**config.mk**
```make
export PLATFORM = sky130hd
export DESIGN_NAME = line_assembler_overlong_discard_flat
export DESIGN_NICKNAME = d
export VERILOG_FILES = /design/src/sv/lab_pkg.sv /design/src/sv/lab_in_if.sv /design/src/sv/lab_out_if.sv /design/src/sv/line_assembler_overlong_discard.sv /design/src/sv/lab_front.sv /design/src/sv/lab_cmd_q.sv /design/src/sv/lab_back.sv /design/src/flat_wrapper.sv
export SDC_FILE = /design/constraint.sdc
export NUM_CORES = 1
export LEC_CHECK = 0
export CELL_PAD_IN_SITES_DETAIL_PLACEMENT = 0
export CELL_PAD_IN_SITES_GLOBAL_PLACEMENT = 1
export CORE_MARGIN = 1
export CORE_UTILIZATION = 40
export CTS_CLUSTER_SIZE = 25
export DETAILED_ROUTE_END_ITERATION = 6
export DONT_BUFFER_PORTS = 1
export GPL_TIMING_DRIVEN = 0
export PLACE_DENSITY = 0.63
export SETUP_SLACK_MARGIN = 0.1
export SLEW_MARGIN = 10
export SYNTH_ARGS = -nofsm -noshare
export SYNTH_HDL_FRONTEND = slang
export SYNTH_HIERARCHICAL = 1
export SYNTH_SLANG_ARGS = --single-unit
```
**constraint.sdc**
```tcl
create_clock -name clk -period 2.95 [get_ports clk]
set_input_delay 0.4425 -clock clk [delete_from_list [all_inputs] [get_ports clk]]
set_output_delay 0.4425 -clock clk [all_outputs]
set_load 0.01 [all_outputs]
```
**src/sv/lab_pkg.sv**
```systemverilog
// ----------------------------------------------------------------------------
// Line assembler package
// Shared types and constants for the line assembler with overlong discard.
// ----------------------------------------------------------------------------
package lab_pkg;

    // Line end characters.
    localparam logic [7:0] CHAR_CR = 8'h0D;
    localparam logic [7:0] CHAR_LF = 8'h0A;

    // Reader buffer size: reset value and saturation limit.
    localparam logic [6:0] CAP_RESET = 7'd64;
    localparam logic [6:0] CAP_MAX   = 7'd64;

    // At most CAP_MAX-1 bytes leave per line, so a count fits in six bits.
    localparam int CNT_W = 6;

    // Depth of the command queue between front and back.
    localparam int CMD_Q_DEPTH = 2;
    localparam int CMD_Q_AW    = $clog2(CMD_Q_DEPTH);

    // Result kinds.
    typedef enum logic [1:0] {
        KIND_BYTE     = 2'd0,
        KIND_EMPTY    = 2'd1,
        KIND_TOO_LONG = 2'd2
    } kind_t;

    // One command from the front to the back.
    typedef struct packed {
        kind_t             kind;
        logic [CNT_W-1:0]  count;
    } cmd_t;

    // Queue status seen by both sides.
    typedef struct packed {
        logic empty;
        logic full;
    } q_stat_t;

    // Read-out sequencer states.
    typedef enum logic [1:0] {
        B_IDLE,
        B_READ,
        B_EMIT
    } b_state_t;

endpackage

```
**src/sv/lab_in_if.sv**
```systemverilog
// ----------------------------------------------------------------------------
// Received byte channel
// Valid/ready channel carrying one received character per transfer.
// ----------------------------------------------------------------------------
interface lab_in_if;
    logic       valid;
    logic       ready;
    logic [7:0] rx_byte;

    modport source (output valid, output rx_byte, input ready);
    modport sink   (input valid, input rx_byte, output ready);
endinterface

```
**src/sv/lab_out_if.sv**
```systemverilog
// ----------------------------------------------------------------------------
// Result channel
// Valid/ready channel carrying one line byte, empty-line or error result.
// ----------------------------------------------------------------------------
interface lab_out_if;
    logic       valid;
    logic       ready;
    logic [1:0] kind;
    logic [7:0] data_byte;
    logic       last;

    modport source (output valid, output kind, output data_byte, output last, input ready);
    modport sink   (input valid, input kind, input data_byte, input last, output ready);
endinterface

```
**src/sv/line_assembler_overlong_discard.sv**
```systemverilog
// ----------------------------------------------------------------------------
// Line assembler with overlong discard
// Assembles received bytes into lines, reads completed lines out byte by
// byte truncated to one less than the reader buffer size, and reports overlong lines.
// ----------------------------------------------------------------------------
//  Channel   Direction  Payload                     Transfer when
//  rx_ch     in         rx_byte                     valid and ready
//  res_ch    out        kind, data_byte, last       valid and ready
//  cfg       in         cfg_data (out_capacity)     cfg_we
//
//  An ordinary byte or a line end that gives no result starts no read-out.
//  A line end starts a read-out of n bytes: the command passes through the
//  command queue, then each byte takes a store read, then a result.
//  Error and empty-line results skip the store read. Input is held off while
//  a read-out is queued or running, since it shares the line store.
//  Reset is asynchronous and clears control state; the store is not cleared.
//  A stalled result holds in place and delays the next store read.
// ----------------------------------------------------------------------------
module line_assembler_overlong_discard #(
    parameter int LINE_CAPACITY = 64
) (
    input  logic       clk,
    input  logic       rst_n,
    lab_in_if.sink     rx_ch,
    lab_out_if.source  res_ch,
    input  logic       cfg_we,
    input  logic [6:0] cfg_data
);

    localparam int AW = $clog2(LINE_CAPACITY);

    logic             push;
    logic             pop;
    logic             back_busy;
    lab_pkg::cmd_t    push_cmd;
    lab_pkg::cmd_t    head;
    lab_pkg::q_stat_t q_stat;
    logic             wr_en;
    logic [AW-1:0]    wr_addr;
    logic [7:0]       wr_data;

    // Byte intake and classification.
    lab_front #(
        .LINE_CAPACITY (LINE_CAPACITY)
    ) u_front (
        .clk       (clk),
        .rst_n     (rst_n),
        .rx        (rx_ch),
        .cfg_we    (cfg_we),
        .cfg_data  (cfg_data),
        .q_stat    (q_stat),
        .back_busy (back_busy),
        .push      (push),
        .push_cmd  (push_cmd),
        .wr_en     (wr_en),
        .wr_addr   (wr_addr),
        .wr_data   (wr_data)
    );

    // Command queue between the two halves.
    lab_cmd_q u_cmd_q (
        .clk      (clk),
        .rst_n    (rst_n),
        .push     (push),
        .push_cmd (push_cmd),
        .pop      (pop),
        .head     (head),
        .stat     (q_stat)
    );

    // Line store and result sequencer.
    lab_back #(
        .LINE_CAPACITY (LINE_CAPACITY)
    ) u_back (
        .clk     (clk),
        .rst_n   (rst_n),
        .wr_en   (wr_en),
        .wr_addr (wr_addr),
        .wr_data (wr_data),
        .q_stat  (q_stat),
        .head    (head),
        .pop     (pop),
        .busy    (back_busy),
        .res     (res_ch)
    );

endmodule

```
**src/sv/lab_front.sv**
```systemverilog
// ----------------------------------------------------------------------------
// Line assembler front end
// Accepts received bytes, stores line characters, tracks discard mode and
// issues one read-out command per completed line.
// ----------------------------------------------------------------------------
module lab_front #(
    parameter int LINE_CAPACITY = 64
) (
    input  logic                            clk,
    input  logic                            rst_n,
    lab_in_if.sink                          rx,
    input  logic                            cfg_we,
    input  logic [6:0]                      cfg_data,
    input  lab_pkg::q_stat_t                q_stat,
    input  logic                            back_busy,
    output logic                            push,
    output lab_pkg::cmd_t                   push_cmd,
    output logic                            wr_en,
    output logic [$clog2(LINE_CAPACITY)-1:0] wr_addr,
    output logic [7:0]                      wr_data
);

    localparam int AW = $clog2(LINE_CAPACITY);
    localparam int CW = AW + 7;
    localparam logic [AW-1:0] LEN_MAX = AW'(LINE_CAPACITY - 1);

    logic [6:0]    cap_reg;
    logic [AW-1:0] len_reg, len_next;
    logic          disc_reg, disc_next;

    logic                      accept;
    logic                      is_eol;
    logic [lab_pkg::CNT_W-1:0] cap_m1;
    logic [CW-1:0]             len_ext, cap_ext, n_ext;
    logic [lab_pkg::CNT_W-1:0] n_out;

    // New bytes wait while a line is still being read out of the store.
    assign rx.ready = !q_stat.full && q_stat.empty && !back_busy;
    assign accept   = rx.valid && rx.ready;
    assign is_eol   = (rx.rx_byte == lab_pkg::CHAR_CR) || (rx.rx_byte == lab_pkg::CHAR_LF);

    // Usable capacity minus one, with zero treated as one and a cap at the limit.
    always_comb
    begin
        priority if (cap_reg == 7'd0)
        begin
            cap_m1 = '0;
        end
        else if (cap_reg > lab_pkg::CAP_MAX)
        begin
            cap_m1 = lab_pkg::CNT_W'(lab_pkg::CAP_MAX - 7'd1);
        end
        else
        begin
            cap_m1 = lab_pkg::CNT_W'(cap_reg - 7'd1);
        end
    end

    // Number of bytes to read out: the shorter of line and capacity minus one.
    assign len_ext = {7'd0, len_reg};
    assign cap_ext = {{(CW - lab_pkg::CNT_W){1'b0}}, cap_m1};
    assign n_ext   = (len_ext < cap_ext) ? len_ext : cap_ext;
    assign n_out   = n_ext[lab_pkg::CNT_W-1:0];

    // Byte classification and next state.
    always_comb
    begin
        len_next       = len_reg;
        disc_next      = disc_reg;
        push           = 1'b0;
        push_cmd.kind  = lab_pkg::KIND_BYTE;
        push_cmd.count = n_out;
        wr_en          = 1'b0;
        wr_addr        = len_reg;
        wr_data        = rx.rx_byte;
        if (accept)
        begin
            if (is_eol)
            begin
                priority if (disc_reg)
                begin
                    disc_next     = 1'b0;
                    len_next      = '0;
                    push          = 1'b1;
                    push_cmd.kind = lab_pkg::KIND_TOO_LONG;
                end
                else if (len_reg != '0)
                begin
                    len_next      = '0;
                    push          = 1'b1;
                    push_cmd.kind = (n_out == '0) ? lab_pkg::KIND_EMPTY : lab_pkg::KIND_BYTE;
                end
                else
                begin
                    len_next = len_reg;
                end
            end
            else if (!disc_reg)
            begin
                if (len_reg < LEN_MAX)
                begin
                    wr_en    = 1'b1;
                    len_next = len_reg + AW'(1);
                end
                else
                begin
                    disc_next = 1'b1;
                    len_next  = '0;
                end
            end
        end
    end

    // Control registers and the capacity register.
    always_ff @(posedge clk or negedge rst_n)
    begin
        if (!rst_n)
        begin
            cap_reg  <= lab_pkg::CAP_RESET;
            len_reg  <= '0;
            disc_reg <= 1'b0;
        end
        else
        begin
            if (cfg_we)
            begin
                cap_reg <= cfg_data;
            end
            len_reg  <= len_next;
            disc_reg <= disc_next;
        end
    end

    // Discard mode always starts from an empty line.
    a_disc_empty: assert property (@(posedge clk) disable iff (!rst_n)
        disc_reg |-> (len_reg == '0))
        else $error("line length not cleared in discard mode");

    // The line never grows past the store.
    a_len_bound: assert property (@(posedge clk) disable iff (!rst_n)
        len_reg <= LEN_MAX)
        else $error("line length beyond store");

endmodule

```
**src/sv/lab_cmd_q.sv**
```systemverilog
// ----------------------------------------------------------------------------
// Line assembler command queue
// Short first-in first-out queue of read-out commands from front to back.
// ----------------------------------------------------------------------------
module lab_cmd_q (
    input  logic              clk,
    input  logic              rst_n,
    input  logic              push,
    input  lab_pkg::cmd_t     push_cmd,
    input  logic              pop,
    output lab_pkg::cmd_t     head,
    output lab_pkg::q_stat_t  stat
);

    localparam int AW = lab_pkg::CMD_Q_AW;
    localparam int DW = AW + 1;
    localparam logic [DW-1:0] DEPTH = DW'(lab_pkg::CMD_Q_DEPTH);

    lab_pkg::cmd_t  q_reg [lab_pkg::CMD_Q_DEPTH];
    logic [AW-1:0]  wr_ptr_reg, rd_ptr_reg;
    logic [DW-1:0]  cnt_reg;

    assign head       = q_reg[rd_ptr_reg];
    assign stat.empty = (cnt_reg == '0);
    assign stat.full  = (cnt_reg == DEPTH);

    // Entry storage.
    always_ff @(posedge clk)
    begin
        if (push)
        begin
            q_reg[wr_ptr_reg] <= push_cmd;
        end
    end

    // Pointers and fill count.
    always_ff @(posedge clk or negedge rst_n)
    begin
        if (!rst_n)
        begin
            wr_ptr_reg <= '0;
            rd_ptr_reg <= '0;
            cnt_reg    <= '0;
        end
        else
        begin
            if (push)
            begin
                wr_ptr_reg <= (wr_ptr_reg == AW'(lab_pkg::CMD_Q_DEPTH - 1)) ? '0
                                                                        : wr_ptr_reg + AW'(1);
            end
            if (pop)
            begin
                rd_ptr_reg <= (rd_ptr_reg == AW'(lab_pkg::CMD_Q_DEPTH - 1)) ? '0
                                                                        : rd_ptr_reg + AW'(1);
            end
            if (push && !pop)
            begin
                cnt_reg <= cnt_reg + DW'(1);
            end
            else if (pop && !push)
            begin
                cnt_reg <= cnt_reg - DW'(1);
            end
        end
    end

    // A line read-out command always carries at least one byte.
    a_line_count: assert property (@(posedge clk) disable iff (!rst_n)
        (push && (push_cmd.kind == lab_pkg::KIND_BYTE)) |-> (push_cmd.count != '0))
        else $error("line command with zero count");

endmodule

```
**src/sv/lab_back.sv**
```systemverilog
// ----------------------------------------------------------------------------
// Line assembler back end
// Holds the line store and turns each command into result transfers,
// reading the stored line one byte at a time.
// ----------------------------------------------------------------------------
module lab_back #(
    parameter int LINE_CAPACITY = 64
) (
    input  logic                             clk,
    input  logic                             rst_n,
    input  logic                             wr_en,
    input  logic [$clog2(LINE_CAPACITY)-1:0] wr_addr,
    input  logic [7:0]                       wr_data,
    input  lab_pkg::q_stat_t                 q_stat,
    input  lab_pkg::cmd_t                    head,
    output logic                             pop,
    output logic                             busy,
    lab_out_if.source                        res
);

    localparam int AW = $clog2(LINE_CAPACITY);
    localparam int CW = lab_pkg::CNT_W;

    logic [7:0] mem [LINE_CAPACITY];
    logic [7:0] rd_data_reg;

    lab_pkg::b_state_t state_reg, state_next;
    lab_pkg::kind_t    kind_reg;
    logic [CW-1:0]     cnt_reg;
    logic [CW-1:0]     idx_reg;

    logic             rd_en;
    logic             is_last;
    logic [AW+CW-1:0] idx_ext;
    logic [AW-1:0]    rd_addr;

    assign idx_ext = {{AW{1'b0}}, idx_reg};
    assign rd_addr = idx_ext[AW-1:0];
    assign is_last = (kind_reg != lab_pkg::KIND_BYTE) || (idx_reg == cnt_reg - CW'(1));

    // Line store with one write and one registered read port.
    always_ff @(posedge clk)
    begin
        if (wr_en)
        begin
            mem[wr_addr] <= wr_data;
        end
        if (rd_en)
        begin
            rd_data_reg <= mem[rd_addr];
        end
    end

    // Next state.
    always_comb
    begin
        state_next = state_reg;
        unique case (state_reg)
            lab_pkg::B_IDLE:
            begin
                if (!q_stat.empty)
                begin
                    state_next = (head.kind == lab_pkg::KIND_BYTE) ? lab_pkg::B_READ
                                                                   : lab_pkg::B_EMIT;
                end
            end
            lab_pkg::B_READ:
            begin
                state_next = lab_pkg::B_EMIT;
            end
            lab_pkg::B_EMIT:
            begin
                if (res.ready)
                begin
                    state_next = is_last ? lab_pkg::B_IDLE : lab_pkg::B_READ;
                end
            end
            default:
            begin
                state_next = lab_pkg::B_IDLE;
            end
        endcase
    end

    // Outputs.
    always_comb
    begin
        pop           = (state_reg == lab_pkg::B_IDLE) && !q_stat.empty;
        rd_en         = (state_reg == lab_pkg::B_READ);
        busy          = (state_reg != lab_pkg::B_IDLE);
        res.valid     = (state_reg == lab_pkg::B_EMIT);
        res.kind      = kind_reg;
        res.data_byte = (kind_reg == lab_pkg::KIND_BYTE) ? rd_data_reg : 8'd0;
        res.last      = is_last;
    end

    // Sequencer registers.
    always_ff @(posedge clk or negedge rst_n)
    begin
        if (!rst_n)
        begin
            state_reg <= lab_pkg::B_IDLE;
            kind_reg  <= lab_pkg::KIND_BYTE;
            cnt_reg   <= '0;
            idx_reg   <= '0;
        end
        else
        begin
            state_reg <= state_next;
            if (pop)
            begin
                kind_reg <= head.kind;
                cnt_reg  <= head.count;
                idx_reg  <= '0;
            end
            else if (res.valid && res.ready && !is_last)
            begin
                idx_reg <= idx_reg + CW'(1);
            end
        end
    end

    // The read index stays inside the line being read out.
    a_idx_bound: assert property (@(posedge clk) disable iff (!rst_n)
        ((state_reg != lab_pkg::B_IDLE) && (kind_reg == lab_pkg::KIND_BYTE))
            |-> (idx_reg < cnt_reg))
        else $error("read index past line end");

endmodule
```
**src/flat_wrapper.sv**
```systemverilog
// flat-port wrapper written by rule: the top's interface ports become plain ports
module line_assembler_overlong_discard_flat 
#(
    parameter int LINE_CAPACITY = 64
)
  (clk, rst_n, cfg_we, cfg_data, rx_ch_valid, rx_ch_rx_byte, rx_ch_ready, res_ch_valid, res_ch_kind, res_ch_data_byte, res_ch_last, res_ch_ready);
  lab_in_if rx_ch_i ();
  lab_out_if res_ch_i ();
  input  logic clk;
  input  logic rst_n;
  input  logic cfg_we;
  input  logic [6:0] cfg_data;
  input wire logic [$bits(rx_ch_i.valid)-1:0] rx_ch_valid;
  input wire logic [$bits(rx_ch_i.rx_byte)-1:0] rx_ch_rx_byte;
  output wire logic [$bits(rx_ch_i.ready)-1:0] rx_ch_ready;
  output wire logic [$bits(res_ch_i.valid)-1:0] res_ch_valid;
  output wire logic [$bits(res_ch_i.kind)-1:0] res_ch_kind;
  output wire logic [$bits(res_ch_i.data_byte)-1:0] res_ch_data_byte;
  output wire logic [$bits(res_ch_i.last)-1:0] res_ch_last;
  input wire logic [$bits(res_ch_i.ready)-1:0] res_ch_ready;
  assign rx_ch_i.valid = rx_ch_valid;
  assign rx_ch_i.rx_byte = rx_ch_rx_byte;
  assign rx_ch_ready = rx_ch_i.ready;
  assign res_ch_valid = res_ch_i.valid;
  assign res_ch_kind = res_ch_i.kind;
  assign res_ch_data_byte = res_ch_i.data_byte;
  assign res_ch_last = res_ch_i.last;
  assign res_ch_i.ready = res_ch_ready;
  line_assembler_overlong_discard #(.LINE_CAPACITY(LINE_CAPACITY)) u_core (.clk(clk), .rst_n(rst_n), .rx_ch(rx_ch_i), .res_ch(res_ch_i), .cfg_we(cfg_we), .cfg_data(cfg_data));
endmodule
```
==> impl_results.md, run 1 <==
- Routed metal-1 wirelength: 28100 µm
- DR top layer: met4
- # nets final: ~1500
- Largest net degree at the start of global routing: 65
- Max FFs per register: 512
- Placeable Area: 56800 µm²
- Global route overflow: 0
- Power density over the cells: roughly 760 nW/µm²
- DRC viols: 0
- Finish-stage setup viols: 0
- Fin util: 48.8%
- Rel. slew slack: 30.9%
- Max-cap violations: 0
- Routed wl met2: 29800 µm
- CTS max path bufs: 3
- # rows: 87
- DIE AREA: approximately 59000 µm²
- Met3 WL post-DR: 4310 µm
- Mapped cell area: roughly 23000 µm²
- Final Cycle Share: 98.1%
- Fraction of the yosys area taken by sequential cells: around three quarters
- Final Hold Fails: 0
- Asr flop ratio synth: roughly 6%
- CTS tree: yes
- Chip width: between 200 and 250 µm
- DRT antenna net count: 0
- Syn avg cell area: between 15 and 20 µm²
- Synth Net Count: approximately 1300
- Slew at the pin closest to its max-slew limit: about 1.0 ns
- Ant. Diodes: 0
- Via count: between 10000 and 15000
- Maximum vdd drop: just over 0.0005 V
- Yosys cell types: 69
- First-pass GRT wire length: ~92000 µm
- Vias in the first global route: between 10000 and 15000
- CP Capture Type: register
- Setup crit start kind: register
- Static leakage power: 8.72 nW
- Hpwl dp: approximately 40000 µm
- Minimum clock period: between 2 and 3 ns
- Final Skew: between 0.04 and 0.05 ns
- DR iter-0 viols: between 1000 and 1500
- Syn Inst Count: ~1300
- Status: finished clean
- Clock Latency Late Sink: approximately 0.64 ns
- Num Clock Sinks: 570
- I/O Pins: 33
- Clock transition at the registers of the reported paths: 0.06 ns
- Pre-antenna DRT Iters: 7
- Avg Vias per Cell: 5.79
- Worst path cell trace: clkinv_1 -> nor2_2 -> clkbuf_2 -> a22oi_1 -> nand2_1 -> a32o_1
- #FFs+latches synth: 570
- GRT Overall Usage: about 22%
- Die Span Y: about 240 µm
- Root Driver: clkbuf_16
- Synth Flop Type: edfxtp_1
- Crit path DAT: between 3 and 4 ns
- Slowest stage cell, crit path: nor2_2
- Unrepaired setup endpoints after global routing: true
- Min-Delay Path Class: input pin to register
- WHS: 0.173 ns
- Initial antenna violation count: 0
- Final Max Tran Viols: 0
- Max incr delay on CP: approximately 0.65 ns
- Max Freq: 346 MHz
- Initial core utilization: roughly two fifths
- Area delta synth->final: 19.7%
- Gpl congestion: between 0.8 and 0.9
- Critical Path RT: 3.42 ns
- Wire per inst: between 20 and 30 µm
- Layout cells sized above 1: around 29%
- Worst Setup Path Type: register to register
- Num CTS Buffers: slightly below 60
- YS warnings: 6
- CP Max Fanout: 10
- Total wire length: 63800 µm
- CTS H-tree lvls: 2
- I/O Buffers: 0
- Number of synthesized flops with an enable pin: 536
## Yosys cell counts, drive strengths merged (6+ instances only)
library cell / instances / share of area [%]
nand3: 13 / 0.30
a22oi: 11 / 0.36
o211ai: 7 / 0.25
nand2: 73 / 1.2
mux2: 12 / 0.58
ha: 12 / 0.65
inv: 15 / 0.24
clkbuf: 26 / 0.42
a221oi: 20 / 0.76
o221ai: 19 / 0.72
edfxtp: 536 / 70
nor3: 6 / 0.18
a21oi: 36 / 0.81
xor2: 10 / 0.38
xnor2: 6 / 0.23
buf: 44 / 1.4
o21ai: 47 / 1.0
and2: 12 / 0.32
dfrtp: 33 / 3.6
mux4: 85 / 8.3
nor2b: 13 / 0.35
nor2: 92 / 1.5
mux2i: 95 / 4.1
nand2b: 8 / 0.22
## layer usage
metal  global-route usage [%]  vias up
met2                     34.4      502
met4                     5.79        0
li1                         -     5495
met5                        0        -
met1                     31.9     6837
met3                     3.48      115
## layout by cell type (no fill, tap or decap), drive strengths merged, types with 13 or more instances in the layout
master and count:
a21oi 36, nand3 13, o21ai 47, a221oi 20, clkinv 34, nor2 92, inv 16, mux4 85
dfrtp 33, nor2b 13, edfxtp 536, o221ai 19, clkbuf 97, nand2 73, mux2i 95, buf 98
## through the flow
stage          total power [mW]  instances  TNS (ns)  area, µm²  setup slack [ns]
6_report                   20.9       2238         0      27700            0.0566
5_1_grt                    21.6       2238  -0.00245      27700          -0.00245
4_1_cts                    21.0       2226         0      27400            0.0925
3_5_place_dp               13.4       2062   -536.14      24100             -1.34
3_3_place_gp               13.3       2061   -514.47      24100             -1.28
2_1_floorplan              11.9       1305         0      23200             0.101
## what timing repair did
| item | CTS | global route |
|---|---|---|
| setup endpoints to repair | 550 | 469 |
| setup buffers | 41 | 12 |
| gates cloned | 1 | 0 |
| resized for setup | 215 | 49 |
| pin swaps | 32 | 13 |
| hold buffers | 10 | 0 |
| endpoints found under the hold margin | 42 | 0 |
## critical path: cells and delay by family, from the launching register on
family | cells | cell delay, ns
flops | 1 | 0.47
compound gates | 2 | 0.44
buf+inv | 2 | 0.93
simple gates | 2 | 0.87
## cell type report
class / count / area (µm²)
Multi-Input combinational cell: 649 / 6500
Inverter: 16 / 65.1
Buffer: 70 / 510
Clock buffer: 69 / 1560
Clock inverter: 43 / 372
Timing Repair Buffer: 65 / 807
Fill cell: 4728 / 29100
Sequential cell: 570 / 17000
Tap cell: 756 / 946
## path summary, 6_finish.rpt
| kind | from | to | slack [ns] | depth (start not counted) |
|---|---|---|---|---|
| hold / removal | rx_ch_valid | u_core/u_front/wr_addr[0] | 0.17 | 4 |
| setup reg to reg | u_core/u_back/idx_reg[3] | u_core/u_back/rd_data_reg[7] | 0.06 | 6 |
| max in group asynchronous | rst_n | u_core/u_front/cap_reg[6] | 2.38 | 2 |
| hold reg to reg | u_core/u_cmd_q/cnt_reg[1] | u_core/u_cmd_q/cnt_reg[1] | 0.48 | 1 |
| min in group asynchronous | rst_n | u_core/u_cmd_q/wr_ptr_reg | 0.29 | 2 |
| setup / recovery | u_core/u_back/idx_reg[3] | u_core/u_back/rd_data_reg[7] | 0.06 | 6 |
## report_power, final
part	internal (mW)	total, mW	switching, mW	leakage, nW
Clock	4.21	7.38	3.17	0.942
Combinational	1.68	4.33	2.65	2.52
Sequential	9.05	9.24	0.191	5.26
Total	14.9	20.9	6.00	8.72
## cells by family (layout without fill, tap and decap cells)
logic type      Yosys count  after routing  synth area share, %
compound gates          180            180                 5.47
xor+xnor                 16             16                0.605
fa+ha+maj                12             12                0.649
buf+inv                  86            263                 2.04
flops                   570            570                 73.2
mux                     192            192                 13.0
simple gates            249            249                 5.04
(Power assumes the default switching activity.)
==> run 2: changes to the inputs <==
Settings changed: CTS_CLUSTER_DIAMETER set to 30, SETUP_SLACK_MARGIN 0.1 to 0.3.
==> impl_results.md, run 2 (same netlist as run 1, synthesis figures left out) <==
- # nets final: ~1600
- Clock Latency Late Sink: 0.65 ns
- Min-Delay Path Class: input pin to register
- Power density over the cells: 882 nW/µm²
- Hpwl dp: ~40000 µm
- Num Clock Sinks: 570
- Status: finished clean
- Slowest stage cell, crit path: or4_4
- Final Hold Fails: 0
- Unrepaired setup endpoints after global routing: true
- Finish-stage setup viols: 0
- Tot Pwr: about 27 mW
- Setup crit start kind: register
- Net Sw Power: roughly 7 mW
- Pre-antenna DRT Iters: 6
- Post-route cell area: roughly 31000 µm²
- Vias in the first global route: roughly 14000
- Worst Setup Path Type: register to register
- Max Freq: roughly 360 MHz
- Worst path cell trace: or4_4 -> nor3_4 -> a21o_1 -> ha_4 -> nand4_1 -> nor2_2 -> a31oi_2 -> buf_4 -> o21bai_4 -> a211oi_2
- Maximum vdd drop: 0.000565 V
- Final Cycle Share: 94.6%
- GRT Overall Usage: around 23%
- Clk pwr share: between 40% and 50%
- CTS H-tree lvls: 3
- Max incr delay on CP: 0.58 ns
- Layout cells sized above 1: around 37%
- Global route overflow: 0
- Sw frac: around a quarter
- Commonest cells after routing, fill and taps aside: edfxtp_1, clkbuf_16, mux2i_1, mux4_2, buf_4
- Minimum clock period: 2.79 ns
- Final Skew: 0.0234 ns
- Worst setup margin: around 0.16 ns
- Critical path's top delay family: simple AND/OR/NAND/NOR gates
- Initial antenna violation count: 0
- Pre-CTS WS: -0.857 ns
- Wire per inst: 27.6 µm
- Via count: roughly 13000
- Root Driver: clkbuf_16
- Critical Path RT: roughly 3.4 ns
- Seq pwr share: around a third
- CTS tree: yes
- Placeable Area: roughly 57000 µm²
- CTS max path bufs: 3
- Rel. slew slack: 25.9%
- Crit path DAT: between 3 and 4 ns
- TNS Setup: 0 ns
- DRT antenna net count: 0
- Fin util: 53.7%
- Static leakage power: between 10 and 15 nW
- CP Capture Type: register
- Gpl congestion: just over 0.8
- Final Max Tran Viols: 0
- Worst path bufs/invs: 1
- Post-Place Cells: around 2100
- Slew at the pin closest to its max-slew limit: ~1.1 ns
- Clock transition at the registers of the reported paths: approximately 0.05 ns
- Avg Vias per Cell: around 5.6
- Cell Count, Final, Fillers Out: 2380
- WHS: roughly 0.22 ns
- Commonest non-fill, non-tap cell in the layout: edfxtp_1
- Die Span Y: approximately 240 µm
- DRC viols: 0
- Initial core utilization: about two fifths
- # rows: a little under 90
- Max FFs per register: about 510
- Num CTS Buffers: 114
- Internal power: 19.9 mW
- CP Max Fanout: 6
- Total wire length: roughly 66000 µm
- I/O Pins: 33
- Chip width: about 240 µm
- Area delta synth->final: 31.9%
- I/O Buffers: 0
- Max-cap violations: 0
- DIE AREA: between 50000 and 60000 µm²
- Largest net degree at the start of global routing: between 60 and 70
- DR iter-0 viols: around 1600
- First-pass GRT wire length: roughly 95000 µm
- Combinational Power Share: 17.8%
- Ant. Diodes: 0
- Area after DPL: approximately 24000 µm²
==> run 2: cell types whose count changed in the layout (fill, tap and decap cells not counted), sizes merged <==
cell      before  now
clkinvlp       4    9
clkinv        34   46
inv           16   17
clkbuf        97  163
buf           98  143
bufinv         5   18
==> run 2: layer usage <==
metal  up-vias  global-route usage [%]  routed length [µm]
met5         -                       0                   0
li1       5737                       -                   -
met4         0                    8.25                1820
met2       566                    36.2               31200
met1      6886                    30.8               27700
met3       105                    4.63                5120
==> run 2: timing repair <==
item                                    4_1_cts  5_1_grt
gates resized for setup                     240       66
setup buffers                                80       18
hold endpoints to repair                     42        0
cloned                                        0        0
pin swaps                                    54       24
endpoints found under the setup margin      546      349
hold buffers                                 10        0
==> run 2: path summary, 6_finish.rpt <==
| path | start | slack [ns] | depth (start not counted) | end |
|---|---|---|---|---|
| max | u_core/u_front/cap_reg[2] | 0.16 | 10 | u_core/u_cmd_q/q_reg[1][6] |
| min | cfg_we | 0.22 | 3 | u_core/u_front/cap_reg[6] |
| max reg2reg | u_core/u_front/cap_reg[2] | 0.16 | 10 | u_core/u_cmd_q/q_reg[1][6] |
| min reg2reg | u_core/u_cmd_q/wr_ptr_reg | 0.50 | 1 | u_core/u_cmd_q/wr_ptr_reg |
| max in group asynchronous | rst_n | 2.44 | 2 | u_core/u_front/cap_reg[6] |
| min in group asynchronous | rst_n | 0.27 | 2 | u_core/u_front/cap_reg[4] |
==> run 2: worst register-to-register path, stage by stage (launching register included) <==
cell and delay (ns):
dfrtp_2 0.43, or4_4 0.58, nor3_4 0.28, a21o_1 0.20
ha_4 0.17, nand4_1 0.13, nor2_2 0.14, a31oi_2 0.11
buf_4 0.15, o21bai_4 0.16, a211oi_2 0.26
==> run 2: power by group through the flow <==
stage          logic [mW]  clock network [mW]  registers [mW]
3_3_place_gp         3.97                   0            9.39
4_1_cts              4.52                13.0            9.26
3_5_place_dp         4.02                   0            9.40
2_1_floorplan        2.61                   0            9.34
6_report             4.78                12.9            9.23
5_1_grt              5.01                13.5            9.24
==> run 2: final cells by class <==
class	instances	area, µm²
fill	4427	26300
sequential	570	17000
multi-input combinational	649	6690
clock buffer	136	3050
timing repair buffer	109	1330
tap	756	946
clock inverter	74	858
buffer	70	642
inverter	16	71.3
==> run 3: changes to the inputs <==
Settings changed: RECOVER_POWER set to 25.
==> impl_results.md, run 3 (same netlist as run 1, synthesis figures left out) <==
- Via count: approximately 13000
- Status: finished with violations
- CTS tree: yes
- Rel. slew slack: -31.1%
- Clock transition at the registers of the reported paths: ~0.05 ns
- Layout cells sized above 1: between 30% and 40%
- Setup crit start kind: register
- # nets final: about 1600
- Max-cap violations: 2
- Critical Path RT: 3.40 ns
- Slowest stage cell, crit path: or4_4
- CP Capture Type: register
- Unrepaired setup endpoints after global routing: true
- DRC viols: 0
- Gpl congestion: between 0.8 and 0.9
- DRT antenna net count: 0
- DR top layer: met4
- Largest net degree at the start of global routing: 65
- Seq pwr share: about a third
- Hpwl dp: around 41000 µm
- Commonest cells after routing, fill and taps aside: edfxtp_1, clkbuf_16, mux2i_1, mux4_2, nor2_4
- Initial core utilization: between 40% and 50%
- Max incr delay on CP: 0.58 ns
- Final Hold Fails: 0
- Max FFs per register: a little over 500
- DR iter-0 viols: around 1500
- Failing checks: capacitance limit, slew limit
- Power density over the cells: around 880 nW/µm²
- DIE AREA: slightly below 60000 µm²
- Routed metal-1 wirelength: around 28000 µm
- Routed wl met2: 31200 µm
- Net Sw Power: ~7.0 mW
- Final Skew: ~0.022 ns
- CTS max path bufs: 3
- Final Cycle Share: 94.6%
- First-pass GRT wire length: roughly 95000 µm
- Ant. Diodes: 0
- Static leakage power: between 10 and 15 nW
- Worst reg2reg startpoint: u_core/u_front/cap_reg[2]
- Worst Setup Path Type: register to register
- Setup slack, reg-to-reg: 0.16 ns
- R2R depth: 10
- Post-Place Cells: slightly above 2000
- Fin util: 53.7%
- Final Max Tran Viols: 100
- WHS Path Cells: 3
- Pre-antenna DRT Iters: 6
- Maximum vdd drop: 0.000564 V
- Num Clock Sinks: between 500 and 600
- Area delta synth->final: 31.8%
- Met3 WL post-DR: around 5100 µm
- Min-Delay Path Class: input pin to register
- Initial antenna violation count: 0
- Combinational Power Share: around 18%
- Cell Count, Final, Fillers Out: between 2000 and 2500
- WHS Endpoint: u_core/u_front/cap_reg[6]
- Clk pwr share: a little under half
- # rows: between 80 and 90
- Die Span Y: 243 µm
- Num CTS Buffers: approximately 110
- I/O Pins: 33
- CP Max Fanout: 6
- Chip width: approximately 240 µm
- Worst path cell trace: or4_4 -> nor3_4 -> a21o_1 -> ha_4 -> nand4_1 -> nor2_2 -> a31oi_2 -> buf_4 -> o21bai_4 -> a211oi_2
- Reg2reg end: u_core/u_cmd_q/q_reg[1][6]
- Slew at the pin closest to its max-slew limit: between 1.5 and 2 ns
- Max Freq: 358 MHz
- Hold Startpoint: cfg_we
- Placeable Area: roughly 57000 µm²
- Crit path DAT: around 3.2 ns
- Vias in the first global route: approximately 14000
- Worst setup margin: 0.160 ns
- Root Driver: clkbuf_16
- Minimum clock period: between 2 and 3 ns
- Pre-CTS WS: -0.857 ns
- CTS H-tree lvls: 3
- Avg Vias per Cell: roughly 5.6
- Global route overflow: 0
- Commonest non-fill, non-tap cell in the layout: edfxtp_1
- GRT Overall Usage: a little under a quarter
- Wire per inst: 27.7 µm
- Clock Latency Late Sink: around 0.65 ns
- Sw frac: approximately a quarter
- Finish-stage setup viols: 0
- Internal power: around 20 mW
- Total wire length: roughly 66000 µm
- I/O Buffers: 0
run 3: cell types whose count changed in the layout (fill, tap and decap cells not counted), sizes merged:
cell and delta:
clkbuf +9, buf -9
run 3: through the flow:
step	setup TNS [ns]	total power, mW	instance area, µm²	hold WS (ns)
2_1_floorplan	0	12.0	23400	0.147
3_3_place_gp	-257.86	13.4	24300	0.148
3_5_place_dp	-283.96	13.4	24300	0.148
4_1_cts	0	26.8	30100	0.121
5_1_grt	0	27.7	30500	0.231
6_report	0	26.9	30500	0.217
run 3: worst max path at each step:
| stage | from | endpoint | cells past startpoint |
|---|---|---|---|
| after floorplan | u_core/u_front/cap_reg[3] | u_core/u_cmd_q/q_reg[0][6] | 11 |
| after global placement | u_core/u_back/state_reg[1] | u_core/u_back/mem[63][0] | 8 |
| after detailed placement | u_core/u_back/state_reg[1] | u_core/u_back/mem[63][3] | 8 |
| after CTS | u_core/u_front/cap_reg[2] | u_core/u_cmd_q/q_reg[1][6] | 10 |
| after global routing | u_core/u_front/cap_reg[2] | u_core/u_cmd_q/q_reg[0][6] | 10 |
| final | u_core/u_front/cap_reg[2] | u_core/u_cmd_q/q_reg[1][6] | 10 |
run 3: worst max-delay path, delay by kind of cell (launching register included):
kind,cells,cell delay (ns)
and+or+nand+nor,4,1.13
AOI/OAI and AO/OA,4,0.73
DFF,1,0.43
adders and majority gates,1,0.17
buffers and inverters,1,0.15
run 3: cell type report:
cell class	count	area, µm²
Clock inverter	74	858
Fill cell	4435	26300
Sequential cell	570	17000
Buffer	70	622
Clock buffer	136	3050
Inverter	16	71.3
Timing Repair Buffer	109	1310
Tap cell	756	946
Multi-Input combinational cell	649	6690
run 3: metal layers:
metal,track usage (%),up-vias
met5,0,-
met4,8.25,0
met3,4.63,100
met2,36.2,548
met1,30.8,6925
li1,-,5742
run 3: what timing repair did:
| action | in CTS | in global routing |
|---|---|---|
| pin swaps | 54 | 24 |
| hold endpoints to repair | 42 | 0 |
| hold buffers | 10 | 0 |
| endpoints found under the setup margin | 546 | 349 |
| resized for setup | 240 | 66 |
| setup buffers | 80 | 18 |
run 3: power groups by stage:
stage               clock network, mW  registers [mW]  logic (mW)
CTS                              13.0            9.26        4.52
detailed placement                  0            9.40        4.02
finish                           12.9            9.24        4.76
global placement                    0            9.39        3.97
global route                     13.5            9.25        5.00
floorplan                           0            9.34        2.61
